==> src/hw/rtl/csdc_pkg.sv <==
// Shared types, codes and small decode functions of the clock, stopwatch and display block.
// Used by csdc_core, the top level and the checker; depends on nothing else.
package csdc_pkg;

    localparam int NUM_DIGITS = 6;
    localparam int SCAN_W     = $clog2(NUM_DIGITS);

    // Event codes carried in cmd.
    localparam logic [1:0] CMD_SECOND = 2'd0;
    localparam logic [1:0] CMD_CHIME  = 2'd1;
    localparam logic [1:0] CMD_SCAN   = 2'd2;
    localparam logic [1:0] CMD_BUTTON = 2'd3;

    // Ladder codes of the four buttons and of no button pressed.
    localparam logic [9:0] ADC_NONE  = 10'd819;
    localparam logic [9:0] ADC_SET   = 10'd0;
    localparam logic [9:0] ADC_SW    = 10'd512;
    localparam logic [9:0] ADC_PHASE = 10'd683;
    localparam logic [9:0] ADC_DISP  = 10'd768;

    // Message codes.
    localparam logic [3:0] MSG_NONE     = 4'd0;
    localparam logic [3:0] MSG_ADJ_H    = 4'd1;
    localparam logic [3:0] MSG_ADJ_M    = 4'd2;
    localparam logic [3:0] MSG_ADJ_S    = 4'd3;
    localparam logic [3:0] MSG_SW_ON    = 4'd4;
    localparam logic [3:0] MSG_SW_OFF   = 4'd5;
    localparam logic [3:0] MSG_DISP_OFF = 4'd6;
    localparam logic [3:0] MSG_DISP_ON  = 4'd7;
    localparam logic [3:0] MSG_MINUTE   = 4'd8;
    localparam logic [3:0] MSG_HOUR     = 4'd9;
    localparam logic [3:0] MSG_MIDNIGHT = 4'd10;

    // Setting phases.
    localparam logic [1:0] PHASE_HOURS   = 2'd0;
    localparam logic [1:0] PHASE_MINUTES = 2'd1;
    localparam logic [1:0] PHASE_SECONDS = 2'd2;

    localparam logic [7:0] CHIME_HALF_RESET = 8'd100;

    typedef enum logic [2:0] {
        BTN_NONE    = 3'd0,
        BTN_SET     = 3'd1,
        BTN_SW      = 3'd2,
        BTN_PHASE   = 3'd3,
        BTN_DISP    = 3'd4,
        BTN_INVALID = 3'd7
    } btn_t;

    typedef struct packed {
        logic [6:0]            segments;
        logic [NUM_DIGITS-1:0] anodes;
        logic                  led;
        logic [4:0]            hours;
        logic [5:0]            minutes;
        logic [5:0]            seconds;
        logic                  running;
        logic                  display_off;
        logic [3:0]            message;
    } result_t;

    // Seven-segment pattern, bit 0 is segment a; codes above nine are blank.
    function automatic logic [6:0] seg_decode(input logic [3:0] digit);
        logic [6:0] pat;
        case (digit)
            4'd0:    pat = 7'h3F;
            4'd1:    pat = 7'h06;
            4'd2:    pat = 7'h5B;
            4'd3:    pat = 7'h4F;
            4'd4:    pat = 7'h66;
            4'd5:    pat = 7'h6D;
            4'd6:    pat = 7'h7D;
            4'd7:    pat = 7'h07;
            4'd8:    pat = 7'h7F;
            4'd9:    pat = 7'h6F;
            default: pat = 7'h00;
        endcase
        return pat;
    endfunction

    // Tens digit of a value below 64, by a short compare chain.
    function automatic logic [3:0] tens_of(input logic [5:0] v);
        logic [3:0] t;
        if (v >= 6'd60)      t = 4'd6;
        else if (v >= 6'd50) t = 4'd5;
        else if (v >= 6'd40) t = 4'd4;
        else if (v >= 6'd30) t = 4'd3;
        else if (v >= 6'd20) t = 4'd2;
        else if (v >= 6'd10) t = 4'd1;
        else                 t = 4'd0;
        return t;
    endfunction

    function automatic logic [3:0] ones_of(input logic [5:0] v);
        logic [5:0] r;
        r = v - 6'(tens_of(v)) * 6'd10;
        return r[3:0];
    endfunction

endpackage

==> src/hw/rtl/csdc_core.sv <==
// State and event logic of the clock: time, setting, stopwatch, chime, scan and buttons.
// Depends on csdc_pkg; instantiated by the top level.
module csdc_core (
    input  logic                aclk,
    input  logic                aresetn,
    input  logic                en,
    input  logic [1:0]          cmd,
    input  logic [9:0]          adc_value,
    input  logic                cfg_wr_en,
    input  logic [7:0]          cfg_wr_data,
    output csdc_pkg::result_t   res
);
    import csdc_pkg::*;

    logic [7:0]            half_reg;
    logic [5:0]            sec_reg, sec_next;
    logic [5:0]            min_reg, min_next;
    logic [4:0]            hour_reg, hour_next;
    logic [3:0]            digits_reg [NUM_DIGITS];
    logic [3:0]            digits_next [NUM_DIGITS];
    logic [5:0]            setv_reg, setv_next;
    logic [1:0]            phase_reg, phase_next;
    logic                  run_reg, run_next;
    logic                  parity_reg, parity_next;
    logic                  off_reg, off_next;
    btn_t                  last_reg, last_next;
    logic                  chime_reg, chime_next;
    logic [4:0]            blinks_reg, blinks_next;
    logic [7:0]            ticks_reg, ticks_next;
    logic                  cphase_reg, cphase_next;
    logic [SCAN_W-1:0]     scan_reg, scan_next;
    logic [6:0]            seg_reg, seg_next;
    logic [NUM_DIGITS-1:0] anode_reg, anode_next;
    logic                  led_reg, led_next;

    logic [6:0]        sec_w;
    logic [6:0]        min_w;
    logic [5:0]        hour_w;
    logic [7:0]        tick_w;
    logic [5:0]        setv_w;
    logic [SCAN_W-1:0] idx;
    logic [1:0]        phase_w;
    btn_t              btn;
    logic              refresh;
    logic [3:0]        msg;

    always_comb begin
        sec_next    = sec_reg;
        min_next    = min_reg;
        hour_next   = hour_reg;
        setv_next   = setv_reg;
        phase_next  = phase_reg;
        run_next    = run_reg;
        parity_next = parity_reg;
        off_next    = off_reg;
        last_next   = last_reg;
        chime_next  = chime_reg;
        blinks_next = blinks_reg;
        ticks_next  = ticks_reg;
        cphase_next = cphase_reg;
        scan_next   = scan_reg;
        seg_next    = seg_reg;
        anode_next  = anode_reg;
        led_next    = led_reg;
        sec_w       = {1'b0, sec_reg};
        min_w       = {1'b0, min_reg};
        hour_w      = {1'b0, hour_reg};
        tick_w      = ticks_reg + 8'd1;
        setv_w      = setv_reg + 6'd1;
        idx         = '0;
        phase_w     = phase_reg + 2'd1;
        btn         = BTN_INVALID;
        refresh     = 1'b0;
        msg         = MSG_NONE;

        case (cmd)
            CMD_SECOND: begin
                if (run_reg) begin
                    sec_w = sec_w + 7'd1;
                    if (sec_w >= 7'd60) begin
                        sec_w = '0;
                        min_w = min_w + 7'd1;
                        if (min_w < 7'd60) msg = MSG_MINUTE;
                    end
                    if (min_w >= 7'd60) begin
                        min_w  = '0;
                        hour_w = hour_w + 6'd1;
                        if (hour_w < 6'd24) begin
                            msg         = MSG_HOUR;
                            chime_next  = 1'b1;
                            blinks_next = hour_w[4:0];
                            ticks_next  = '0;
                            cphase_next = 1'b0;
                        end
                    end
                    if (hour_w >= 6'd24) begin
                        hour_w = '0;
                        msg    = MSG_MIDNIGHT;
                    end
                    sec_next  = sec_w[5:0];
                    min_next  = min_w[5:0];
                    hour_next = hour_w[4:0];
                    refresh   = 1'b1;
                end
            end
            CMD_CHIME: begin
                if (chime_reg) begin
                    ticks_next = tick_w;
                    if (tick_w >= half_reg) begin
                        ticks_next = '0;
                        if (!cphase_reg) begin
                            led_next    = 1'b1;
                            cphase_next = 1'b1;
                        end else begin
                            led_next    = 1'b0;
                            cphase_next = 1'b0;
                            if (blinks_reg <= 5'd1) begin
                                blinks_next = '0;
                                chime_next  = 1'b0;
                            end else begin
                                blinks_next = blinks_reg - 5'd1;
                            end
                        end
                    end
                end
            end
            CMD_SCAN: begin
                if (!off_reg) begin
                    idx        = (scan_reg >= SCAN_W'(NUM_DIGITS)) ? '0 : scan_reg;
                    seg_next   = seg_decode(digits_reg[idx]);
                    anode_next = NUM_DIGITS'(1) << idx;
                    scan_next  = (idx == SCAN_W'(NUM_DIGITS - 1)) ? '0 : idx + SCAN_W'(1);
                end
            end
            default: begin
                case (adc_value)
                    ADC_NONE:  btn = BTN_NONE;
                    ADC_SET:   btn = BTN_SET;
                    ADC_SW:    btn = BTN_SW;
                    ADC_PHASE: btn = BTN_PHASE;
                    ADC_DISP:  btn = BTN_DISP;
                    default:   btn = BTN_INVALID;
                endcase
                last_next = btn;
                if (btn != last_reg && btn != BTN_INVALID) begin
                    case (btn)
                        BTN_NONE: begin
                            led_next = 1'b0;
                            if (off_reg) begin
                                seg_next   = '0;
                                anode_next = '0;
                            end
                        end
                        BTN_SET: begin
                            setv_next = setv_w;
                            refresh   = 1'b1;
                            case (phase_reg)
                                PHASE_HOURS: begin
                                    msg = MSG_ADJ_H;
                                    if (setv_w > 6'd23) setv_next = '0;
                                    hour_next = (setv_w > 6'd23) ? '0 : setv_w[4:0];
                                end
                                PHASE_MINUTES: begin
                                    msg = MSG_ADJ_M;
                                    if (setv_w > 6'd59) setv_next = '0;
                                    min_next = (setv_w > 6'd59) ? '0 : setv_w;
                                end
                                PHASE_SECONDS: begin
                                    msg = MSG_ADJ_S;
                                    if (setv_w > 6'd59) setv_next = '0;
                                    sec_next = (setv_w > 6'd59) ? '0 : setv_w;
                                end
                                default: ;
                            endcase
                        end
                        BTN_SW: begin
                            parity_next = ~parity_reg;
                            if (!parity_reg) begin
                                msg       = MSG_SW_ON;
                                sec_next  = '0;
                                min_next  = '0;
                                hour_next = '0;
                                run_next  = 1'b1;
                            end else begin
                                msg      = MSG_SW_OFF;
                                run_next = 1'b0;
                                refresh  = 1'b1;
                                led_next = 1'b1;
                            end
                        end
                        BTN_PHASE: begin
                            setv_next  = '0;
                            phase_next = phase_w;
                            if (phase_w > PHASE_SECONDS) begin
                                phase_next = PHASE_HOURS;
                                run_next   = 1'b1;
                            end
                        end
                        default: begin
                            off_next = ~off_reg;
                            if (!off_reg) begin
                                msg        = MSG_DISP_OFF;
                                seg_next   = '0;
                                anode_next = '0;
                            end else begin
                                msg = MSG_DISP_ON;
                            end
                        end
                    endcase
                end
            end
        endcase

        for (int i = 0; i < NUM_DIGITS; i++) begin
            digits_next[i] = digits_reg[i];
        end
        if (refresh) begin
            digits_next[0] = tens_of({1'b0, hour_next});
            digits_next[1] = ones_of({1'b0, hour_next});
            digits_next[2] = tens_of(min_next);
            digits_next[3] = ones_of(min_next);
            digits_next[4] = tens_of(sec_next);
            digits_next[5] = ones_of(sec_next);
        end
    end

    always_ff @(posedge aclk) begin
        if (!aresetn) begin
            half_reg   <= CHIME_HALF_RESET;
            sec_reg    <= '0;
            min_reg    <= '0;
            hour_reg   <= '0;
            setv_reg   <= '0;
            phase_reg  <= PHASE_HOURS;
            run_reg    <= 1'b0;
            parity_reg <= 1'b0;
            off_reg    <= 1'b0;
            last_reg   <= BTN_NONE;
            chime_reg  <= 1'b0;
            blinks_reg <= '0;
            ticks_reg  <= '0;
            cphase_reg <= 1'b0;
            scan_reg   <= '0;
            seg_reg    <= '0;
            anode_reg  <= '0;
            led_reg    <= 1'b0;
            for (int i = 0; i < NUM_DIGITS; i++) begin
                digits_reg[i] <= '0;
            end
        end else begin
            if (cfg_wr_en) half_reg <= cfg_wr_data;
            if (en) begin
                sec_reg    <= sec_next;
                min_reg    <= min_next;
                hour_reg   <= hour_next;
                setv_reg   <= setv_next;
                phase_reg  <= phase_next;
                run_reg    <= run_next;
                parity_reg <= parity_next;
                off_reg    <= off_next;
                last_reg   <= last_next;
                chime_reg  <= chime_next;
                blinks_reg <= blinks_next;
                ticks_reg  <= ticks_next;
                cphase_reg <= cphase_next;
                scan_reg   <= scan_next;
                seg_reg    <= seg_next;
                anode_reg  <= anode_next;
                led_reg    <= led_next;
                for (int i = 0; i < NUM_DIGITS; i++) begin
                    digits_reg[i] <= digits_next[i];
                end
            end
        end
    end

    assign res.segments    = seg_next;
    assign res.anodes      = anode_next;
    assign res.led         = led_next;
    assign res.hours       = hour_next;
    assign res.minutes     = min_next;
    assign res.seconds     = sec_next;
    assign res.running     = run_next;
    assign res.display_off = off_next;
    assign res.message     = msg;

endmodule

==> src/hw/rtl/clock_stopwatch_display_controller_unit.sv <==
// Path: an accepted transaction passes through the input register, then the result register, to m_*.
// Throughput: one transaction per cycle while m_ready does not stall, set by the single state-update step in csdc_core.
// Reset: aresetn is synchronous and active low; it clears the time, all flags, the chime,
// the scan position and the output latches, and sets the chime half period to 100.
// The pipeline holds an input register and a result register; no clearing pass is needed.
// Depends on csdc_pkg and csdc_core.
module clock_stopwatch_display_controller_unit (
    input  logic       aclk,
    input  logic       aresetn,
    input  logic       s_valid,
    output logic       s_ready,
    input  logic [1:0] s_cmd,
    input  logic [9:0] s_adc_value,
    output logic       m_valid,
    input  logic       m_ready,
    output logic [6:0] m_segments,
    output logic [5:0] m_anodes,
    output logic       m_led,
    output logic [4:0] m_hours,
    output logic [5:0] m_minutes,
    output logic [5:0] m_seconds,
    output logic       m_running,
    output logic       m_display_off,
    output logic [3:0] m_message,
    input  logic       cfg_wr_en,
    input  logic [7:0] cfg_wr_data
);
    import csdc_pkg::*;

    // Input register: holds one accepted transaction until the result register can take it.
    logic       in_valid_reg;
    logic [1:0] in_cmd_reg;
    logic [9:0] in_adc_reg;

    // Result register: the finished result waits here while the downstream side stalls.
    logic    out_valid_reg;
    result_t out_reg;

    logic    out_free;
    logic    advance;
    result_t res;

    // The state is updated exactly when a transaction moves from the input register into
    // the result register, so each result reflects the state after its own event.
    assign out_free = !out_valid_reg || m_ready;
    assign advance  = in_valid_reg && out_free;
    assign s_ready  = !in_valid_reg || advance;

    always_ff @(posedge aclk) begin
        if (!aresetn) begin
            in_valid_reg  <= 1'b0;
            out_valid_reg <= 1'b0;
        end else begin
            if (s_ready) in_valid_reg <= s_valid;
            if (out_free) out_valid_reg <= advance;
        end
    end

    // Payload registers carry no reset.
    always_ff @(posedge aclk) begin
        if (s_valid && s_ready) begin
            in_cmd_reg <= s_cmd;
            in_adc_reg <= s_adc_value;
        end
        if (advance) out_reg <= res;
    end

    csdc_core u_core (
        .aclk        (aclk),
        .aresetn     (aresetn),
        .en          (advance),
        .cmd         (in_cmd_reg),
        .adc_value   (in_adc_reg),
        .cfg_wr_en   (cfg_wr_en),
        .cfg_wr_data (cfg_wr_data),
        .res         (res)
    );

    assign m_valid       = out_valid_reg;
    assign m_segments    = out_reg.segments;
    assign m_anodes      = out_reg.anodes;
    assign m_led         = out_reg.led;
    assign m_hours       = out_reg.hours;
    assign m_minutes     = out_reg.minutes;
    assign m_seconds     = out_reg.seconds;
    assign m_running     = out_reg.running;
    assign m_display_off = out_reg.display_off;
    assign m_message     = out_reg.message;

endmodule

==> config.mk <==
export PLATFORM = sky130hd
export DESIGN_NAME = clock_stopwatch_display_controller_unit
export DESIGN_NICKNAME = d
export VERILOG_FILES = /design/src/hw/rtl/csdc_pkg.sv /design/src/hw/rtl/csdc_core.sv /design/src/hw/rtl/clock_stopwatch_display_controller_unit.sv
export SDC_FILE = /design/constraint.sdc
export NUM_CORES = 1
export LEC_CHECK = 0
export ABC_AREA = 1
export BUFFER_PORTS_ARGS = -buffer_cell sky130_fd_sc_hd__buf_2
export CELL_PAD_IN_SITES_DETAIL_PLACEMENT = 0
export CELL_PAD_IN_SITES_GLOBAL_PLACEMENT = 1
export CORE_MARGIN = 2
export CORE_UTILIZATION = 49
export CTS_CLUSTER_SIZE = 12
export DETAILED_ROUTE_END_ITERATION = 6
export PLACE_DENSITY_LB_ADDON = 0.1
export SLEW_MARGIN = 15
export SYNTH_ARGS = -nofsm -noshare
export SYNTH_HDL_FRONTEND = slang
export SYNTH_SLANG_ARGS = --single-unit
==> constraint.sdc <==
create_clock -name aclk -period 7.74 [get_ports aclk]
set_input_delay 0.774 -clock aclk [delete_from_list [all_inputs] [get_ports aclk]]
set_output_delay 0.774 -clock aclk [all_outputs]
set_load 0.03 [all_outputs]
Word-level counts from Yosys, hierarchy flattened
Memories as Yosys holds them, arrays and structs flattened.
Index checks and enable logic that the tools add are counted.
{"block": "classes", "n_addsub": 11, "n_mul": 3, "order_cmp": 29, "eq_ne": 21, "shifts": 1, "reduce_logical": 31, "bitwise_logic": 9, "n_mux": 141}
{"op": "$mux 4", "n": 31}
{"op": "$mux 6", "n": 19}
{"op": "$pmux 6 s2", "n": 8}
{"op": "$mux 5", "n": 13}
{"op": "$mux 7", "n": 7}
{"op": "$eq 10x10->1 const B", "n": 4}
{"op": "$mux 8", "n": 5}
{"op": "$ge 6x6->1 const B", "n": 6}
{"op": "$mux 1", "n": 36}
{"op": "$ge 6x5->1 const B", "n": 5}
{"op": "$pmux 5 s2", "n": 3}
{"op": "$pmux 7 s2", "n": 2}
{"op": "$mux 24", "n": 1}
{"op": "$ge 5x6->1 const B", "n": 3}
{"op": "$pmux 8 s2", "n": 1}
{"op": "$pmux 3 s5", "n": 1}
{"op": "$add 6x1->7 const B", "n": 2}
{"op": "$ge 7x6->1 const B", "n": 2}
{"op": "$pmux 1 s2", "n": 7}
{"op": "$ge 6x4->1 const B", "n": 2}
{"op": "$mul 4x3->3 const B", "n": 3}
{"op": "$ne 2x1->1 const B", "n": 6}
{"op": "$pmux 4 s3", "n": 1}
{"op": "$reduce_and 4->1", "n": 3}
{"op": "other kinds (48)", "n": 75}
{"block": "word_totals", "mem_count": 2, "elab_cells": 279, "inputBits": 25, "register_bits": 122, "mem_bits_rw": 24, "output_inout_bits": 39, "mem_bits_ro": 112}
{"name": "(name not given)", "depth": 16, "width": 7, "rd": 1, "rd_clocked_by_memory_dff": 0, "wr": 0, "line_no": "csdc_pkg.sv:65", "source": "case (digit)"}
{"name": "u_core.digits_reg", "depth": 6, "width": 4, "rd": 1, "rd_clocked_by_memory_dff": 0, "wr": 6, "line_no": "csdc_core.sv:19", "source": "logic [3:0] digits_reg [NUM_DIGITS];"}

Logic depth before layout (Yosys ltp)
Gate-level depths: netlist of the first run.
{"block": "depth", "ltp_word": 25, "mapped_depth": 30, "depth_no_buf": 30}

Modules after synthesis
Synthesis of the first run repeated with hierarchy kept, for this count alone.
{"block": "unflattened", "hier_cells": 1150, "hier_area_um2": 8907.3}
{"mod": "csdc_core", "seq_area_each_um2": 2021.9, "instances": 1, "area_per_inst_um2": 7340.8, "cells_per_inst": 1088}
{"mod": "clock_stopwatch_display_controller_unit", "seq_area_each_um2": 1511.4, "instances": 1, "area_per_inst_um2": 1566.5, "cells_per_inst": 62}

Worst setup path after synthesis of the first run
OpenSTA, ideal clock, no wires.
{"block": "synth_timing", "path_kind": "register to register", "from": "reg in_adc_reg[5]", "to": "mem u_core.digits_reg[5][3] (data pin)", "required_ps": 7485, "arrival_ps": 3322, "path_slack_ps": 4163, "period_less_slack_ps": 3577, "stages_incl_launch_ff": 29, "path_buffers": 2, "cell_sequence": "edfxtp_1 > nor2_2 > nand2_2 > nor2_4 > o21ai_4 > nand4_2 > buf_6 > nand3_1 > nand2_2 > nand3_4 > nand2_4 > buf_8 > nand2_2 > nand2_1 > nand2_1 > nand2_2 > nor2_2 > a21oi_1 > nand2_2 > nand2_1 > nand2_1 > nand2_2 > inv_1 > ha_1 > fa_1 > xnor2_1 > nand3_1 > nand2_1 > nor2_1"}
{"element": "start: declaration", "line_no": "clock_stopwatch_display_controller_unit.sv:33", "source": "logic [9:0] in_adc_reg;"}
{"element": "start signal: assignment", "line_no": "clock_stopwatch_display_controller_unit.sv:63", "source": "in_adc_reg <= s_adc_value;"}
{"element": "end: declaration", "line_no": "csdc_core.sv:19"}

==> results.cfg, run 1 <==
[run_status]
outcome = finished, violations left
violations = design-rule violations

[place]
place_ws_ns = 3.50
post-dp-hpwl_mm = 17.0
gp_congestion = 0.898
portBuffers = 63

[worst_setup_path]
worstSetupEndpointType = register
rr_worst_depth = 28
crit_required_ns = 7.94
path_class = register to register
arrival_ns = 4.48
cp_slowest_cell = edfxtp_1
rrSetupSlack_ns = 3.46
startpoint_type = register
path_common_cell = nand2_1
worstPathMaxFanout = 15
cpPeakStageDelay_ns = 0.49

[drt]
postRouteAntennaNets = 0
drcViolationCount = 9
wl_mm = 23.8
first_pass_iters = 7
vias = 8035
drtIter0Drc = 525
via_per_inst = 5.45
wl_per_cell_um = 16.2

[cells_and_area]
multi_input_area_sq_um = 4580
nets = 1295
num-fill-cells = 1788
diodes = 0
area_growth_pct = 10.8
largest_reg_flops = 20
final_util_pct = 55.5
drive_above_1_share_pct = 14.5
area.sequential_sq_um = 3530
layout_commonest_cell = nand2_1
final_cell_mix = nand2_1, inv_1, o21ai_0

[die]
die-area_sq_um = 19500
start_util_pct = 50.1
row_count = 49
die_h_um = 140
ios = 64
die_w_um = 140
coreArea_sq_um = 18000

[synthesis]
synth_cell_types = 57
syn-mean-instance-area_sq_um = 7.55
synthesis.instances = 1195
ys_ff_latch = 142
syn_nets = 1258
yosys_warnings = 0
syn_area_sq_um = 9020
netlist.area_leader.share_pct = 23.0
synth_top_area_cell = edfxtp_1
synthTopCellsByArea = edfxtp_1, dfxtp_1, nand2_1
synth-seq-area-share_pct = 39.2

[timing]
post-route-min-period_ns = 4.28
hold_violations = 0
rsz0062_at_grt = no
skew_ns = 0.00922
setup_viol = 0
setup-tns-final_ns = 0
worst_slack_ns = 3.46
fmax_mhz = 234
tightestPinTransition_ns = 0.916
slew_headroom_pct = 38.8
report.final.slew_viol_count = 0
period_share_pct = 55.3

[clocking]
cts_buffers = 17
hold_buffers = 0
cts_buffer_depth = 2
cts_tree = yes
clk_pin_slew_worst_paths_ns = 0.06
cts_resized = 0
clock_latency_ns = 0.44
cts_post_setup_buffers_inserted = 0
cts_root_buffer = clkbuf_16
h-tree-depth = 4
cts_sinks = 142

[hold_path]
hold_class = register to register
whs_path_depth = 2

[global_route]
grt_overflow = 0
track_usage_pct = 24.7
grt_max_degree = 72
grt_pass1_vias = 7433
antenna_found_initial = 0
grt_pass1_wl_mm = 38.6

[flow_run]
maxCapViolations = 0

[power]
cellLeakagePower_nw = 4.44
ir_drop_mv = 0.159
power_density_nw_per_um2 = 196
through the flow:
stage	hold slack (ns)	instances	total power (W)	area [sq um]
after floorplan	0.437	1195	0.00108	9020
after CTS	0.474	1474	0.00197	10000
final	0.474	1474	0.00196	10000
after global routing	0.500	1474	0.00204	10000
after detailed placement	0.465	1442	0.00116	9410
after global placement	0.457	1442	0.00116	9410
final cells by class:
cell class / instances / share of cell area [%]
Clock buffer: 23 / 5.22
Clock inverter: 9 / 0.676
Inverter: 176 / 6.66
Multi-Input combinational cell: 828 / 45.8
Sequential cell: 142 / 35.3
Tap cell: 229 / 2.87
Timing Repair Buffer: 67 / 3.45
cells in the mapped netlist (all sizes together):
library cell	n
nand2	243
inv	173
nor2	110
o21ai	110
a21oi	106
nand3	97
dfxtp	73
edfxtp	69
ha	35
clkbuf	31
buf	18
xor2	18
o211ai	17
a22oi	16
nand4	14
nor3	10
o22ai	10
a211oi	6
nand3b	6
xnor2	5
a31oi	3
clkinv	3
fa	3
o21bai	3
a221oi	2
o221ai	2
o31ai	2
a221o	1
a22o	1
a31o	1
a41oi	1
and2	1
and3	1
nor4	1
o311ai	1
o32ai	1
o41ai	1
worst paths after layout:
path | from | end
worst max-delay path | in_adc_reg[4] | u_core.digits_reg[5][3]
worst min-delay path | u_core.half_reg[4] | u_core.half_reg[4]
worst max register to register | in_adc_reg[4] | u_core.digits_reg[5][3]
worst min register to register | u_core.half_reg[4] | u_core.half_reg[4]
report_power, final:
| part | switching [W] | internal (W) |
|---|---|---|
| clock | 0.000341 | 0.000479 |
| sequential | 0.0000324 | 0.000829 |
| combinational | 0.000192 | 0.0000889 |
| total | 0.000566 | 0.00140 |
routing by layer:
layer | GRT usage [%] | share of wire [%]
met5 | 0 | 0
met4 | 7.05 | 1.7
met3 | 4.71 | 5.5
met2 | 40.4 | 46
met1 | 33.6 | 46
logic make-up (layout without fill, tap and decap cells):
family | Yosys count | count (layout) | share of synthesized area (%)
buffers and inverters | 225 | 275 | 10.1
xor gates and xnor gates | 23 | 23 | 2.32
DFF | 142 | 142 | 39.2
and+or+nand+nor | 483 | 483 | 24.7
AOI/OAI and AO/OA | 284 | 284 | 18.2
adders and majority gates | 38 | 38 | 5.52
critical path: cells and delay by family (launching register included):
family	cells	cell delay, ns
flops	1	0.49
fa+ha+maj	2	0.55
compound gates	2	0.29
buf+inv	3	0.28
simple gates	20	2.22
xor+xnor	1	0.21
No activity file was read; power rests on OpenSTA's default activity.
==> inputs of run 2 (changes only) <==
- CORE_UTILIZATION: 49 -> 41
- clock period: 7.74 -> 3.83 ns (I/O delays scaled with it)
==> run 2 against run 1 <==
The flow now finishes without violations. Die area grew 19%. Sequential power grew 100%. Global-route usage shrank 2.7 points. Sequential cell count is the same. Register-to-register slack lost 3.3 ns. Maximum frequency grew 16%. Cell count grew 7.8%. Sequential share of layout area shrank 2.5 points. Via count grew 2.2%. Non-clock buffer count grew 62. Combinational power grew 130%. Critical path type unchanged. Largest cell class unchanged. Highest routed layer unchanged.
==> results.cfg, run 2 (synthesis gave the netlist of run 1 again) <==
[clocking]
h-tree-depth = 4
cts_buffer_depth = 2
clk_pin_slew_worst_paths_ns = 0.06
hold_buffers = 0
cts_buffers = 17
cts_root_buffer = clkbuf_16
cts_tree = yes
clock_latency_ns = 0.43
cts_sinks = 142

[drt]
vias = 8212
first_pass_iters = 5
via_per_inst = 5.17
drtIter0Drc = 618
wl_per_cell_um = 16.1
drcViolationCount = 0
postRouteAntennaNets = 0
wl_mm = 25.5

[cells_and_area]
diodes = 0
area_growth_pct = 19.2
nets = 1359
drive_above_1_share_pct = 21.2
final_cell_mix = nand2_1, inv_1, o21ai_0
layout_commonest_cell = nand2_1
largest_reg_flops = 20
num-fill-cells = 2115

[worst_setup_path]
path_common_cell = nand2_2
cp_num_buf_inv = 3
arrival_ns = 3.86
worstPathMaxFanout = 6
path_class = register to register
cpPeakStageDelay_ns = 0.42
crit_required_ns = 4.01
worstSetupEndpointType = register
cpLargestDelayFamily = simple AND/OR/NAND/NOR gates
cp_slowest_cell = edfxtp_1
startpoint_type = register

[timing]
whs_ns = 0.131
setup_viol = 0
tightestPinTransition_ns = 0.896
period_share_pct = 96.2
post-route-min-period_ns = 3.68
fmax_mhz = 272
skew_ns = 0.0141
rsz0062_at_grt = yes
slew_headroom_pct = 40.3
hold_violations = 0
report.final.slew_viol_count = 0
worst_slack_ns = 0.147

[hold_path]
hold_class = input port to register

[flow_run]
maxCapViolations = 0

[die]
coreArea_sq_um = 21700
ios = 64
start_util_pct = 41.6
die_w_um = 152
die_h_um = 152
row_count = 54
die-area_sq_um = 23200

[place]
portBuffers = 63
post-dp-hpwl_mm = 18.6
place_ws_ns = 0.0280
gp_congestion = 0.875

[global_route]
grt_pass1_wl_mm = 40.9
grt_pass1_vias = 7806
track_usage_pct = 22.0
grt_max_degree = 76
antenna_found_initial = 0
grt_overflow = 0

[run_status]
outcome = finished clean

[power]
cellLeakagePower_nw = 4.79
power_density_nw_per_um2 = 378
ir_drop_mv = 0.252
==> run 2: where the power goes <==
group | total [W] | internal (W) | switching, W
Combinational | 0.000658 | 0.000231 | 0.000427
Clock | 0.00168 | 0.00101 | 0.000666
Sequential | 0.00173 | 0.00168 | 0.0000541
Total | 0.00406 | 0.00291 | 0.00115
==> run 2: path summary, 6_finish.rpt <==
path,start,slack [ns],end,cells after the start
min reg2reg,u_core.half_reg[7],0.46,u_core.half_reg[7],2
min,s_adc_value[9],0.13,in_adc_reg[9],1
max reg2reg,in_adc_reg[6],0.15,u_core.digits_reg[5][3],29
max,in_adc_reg[6],0.15,u_core.digits_reg[5][3],29
==> run 2: layout make-up <==
cell class              instances  area [sq um]  area share [%]
clock buffers                  22           474            4.41
clock inverters                10           114            1.06
inverters                     176           678            6.30
multi-input cells             830          4770            44.4
flip-flops and latches        142          3530            32.8
well taps                     280           350            3.26
repair buffers                129           835            7.76
==> run 2: routing by layer <==
metal	vias up	wire (um)	global-route usage (%)
met2	160	11900	35.7
met5	-	0	0
met3	31	987	3.16
li1	4207	-	-
met1	3814	12300	30.8
met4	0	393	6.23
==> run 2: per-stage QoR <==
step | utilization [%] | setup TNS (ns) | instance area [sq um] | std cells | power, W
5_1_grt | 49.6 | -0.0917 | 10800 | 1589 | 0.00426
2_1_floorplan | - | 0 | 9020 | 1195 | 0.00219
3_3_place_gp | 45.1 | 0 | 9790 | 1535 | 0.00237
6_report | 49.6 | 0 | 10800 | 1589 | 0.00406
3_5_place_dp | 45.1 | 0 | 9790 | 1535 | 0.00237
4_1_cts | 47.8 | 0 | 10400 | 1567 | 0.00406
==> run 2: repair_timing <==
action,4_1_cts,5_1_grt
resized for setup,0,52
buffers inserted,0,20
endpoints found under the setup margin,0,5
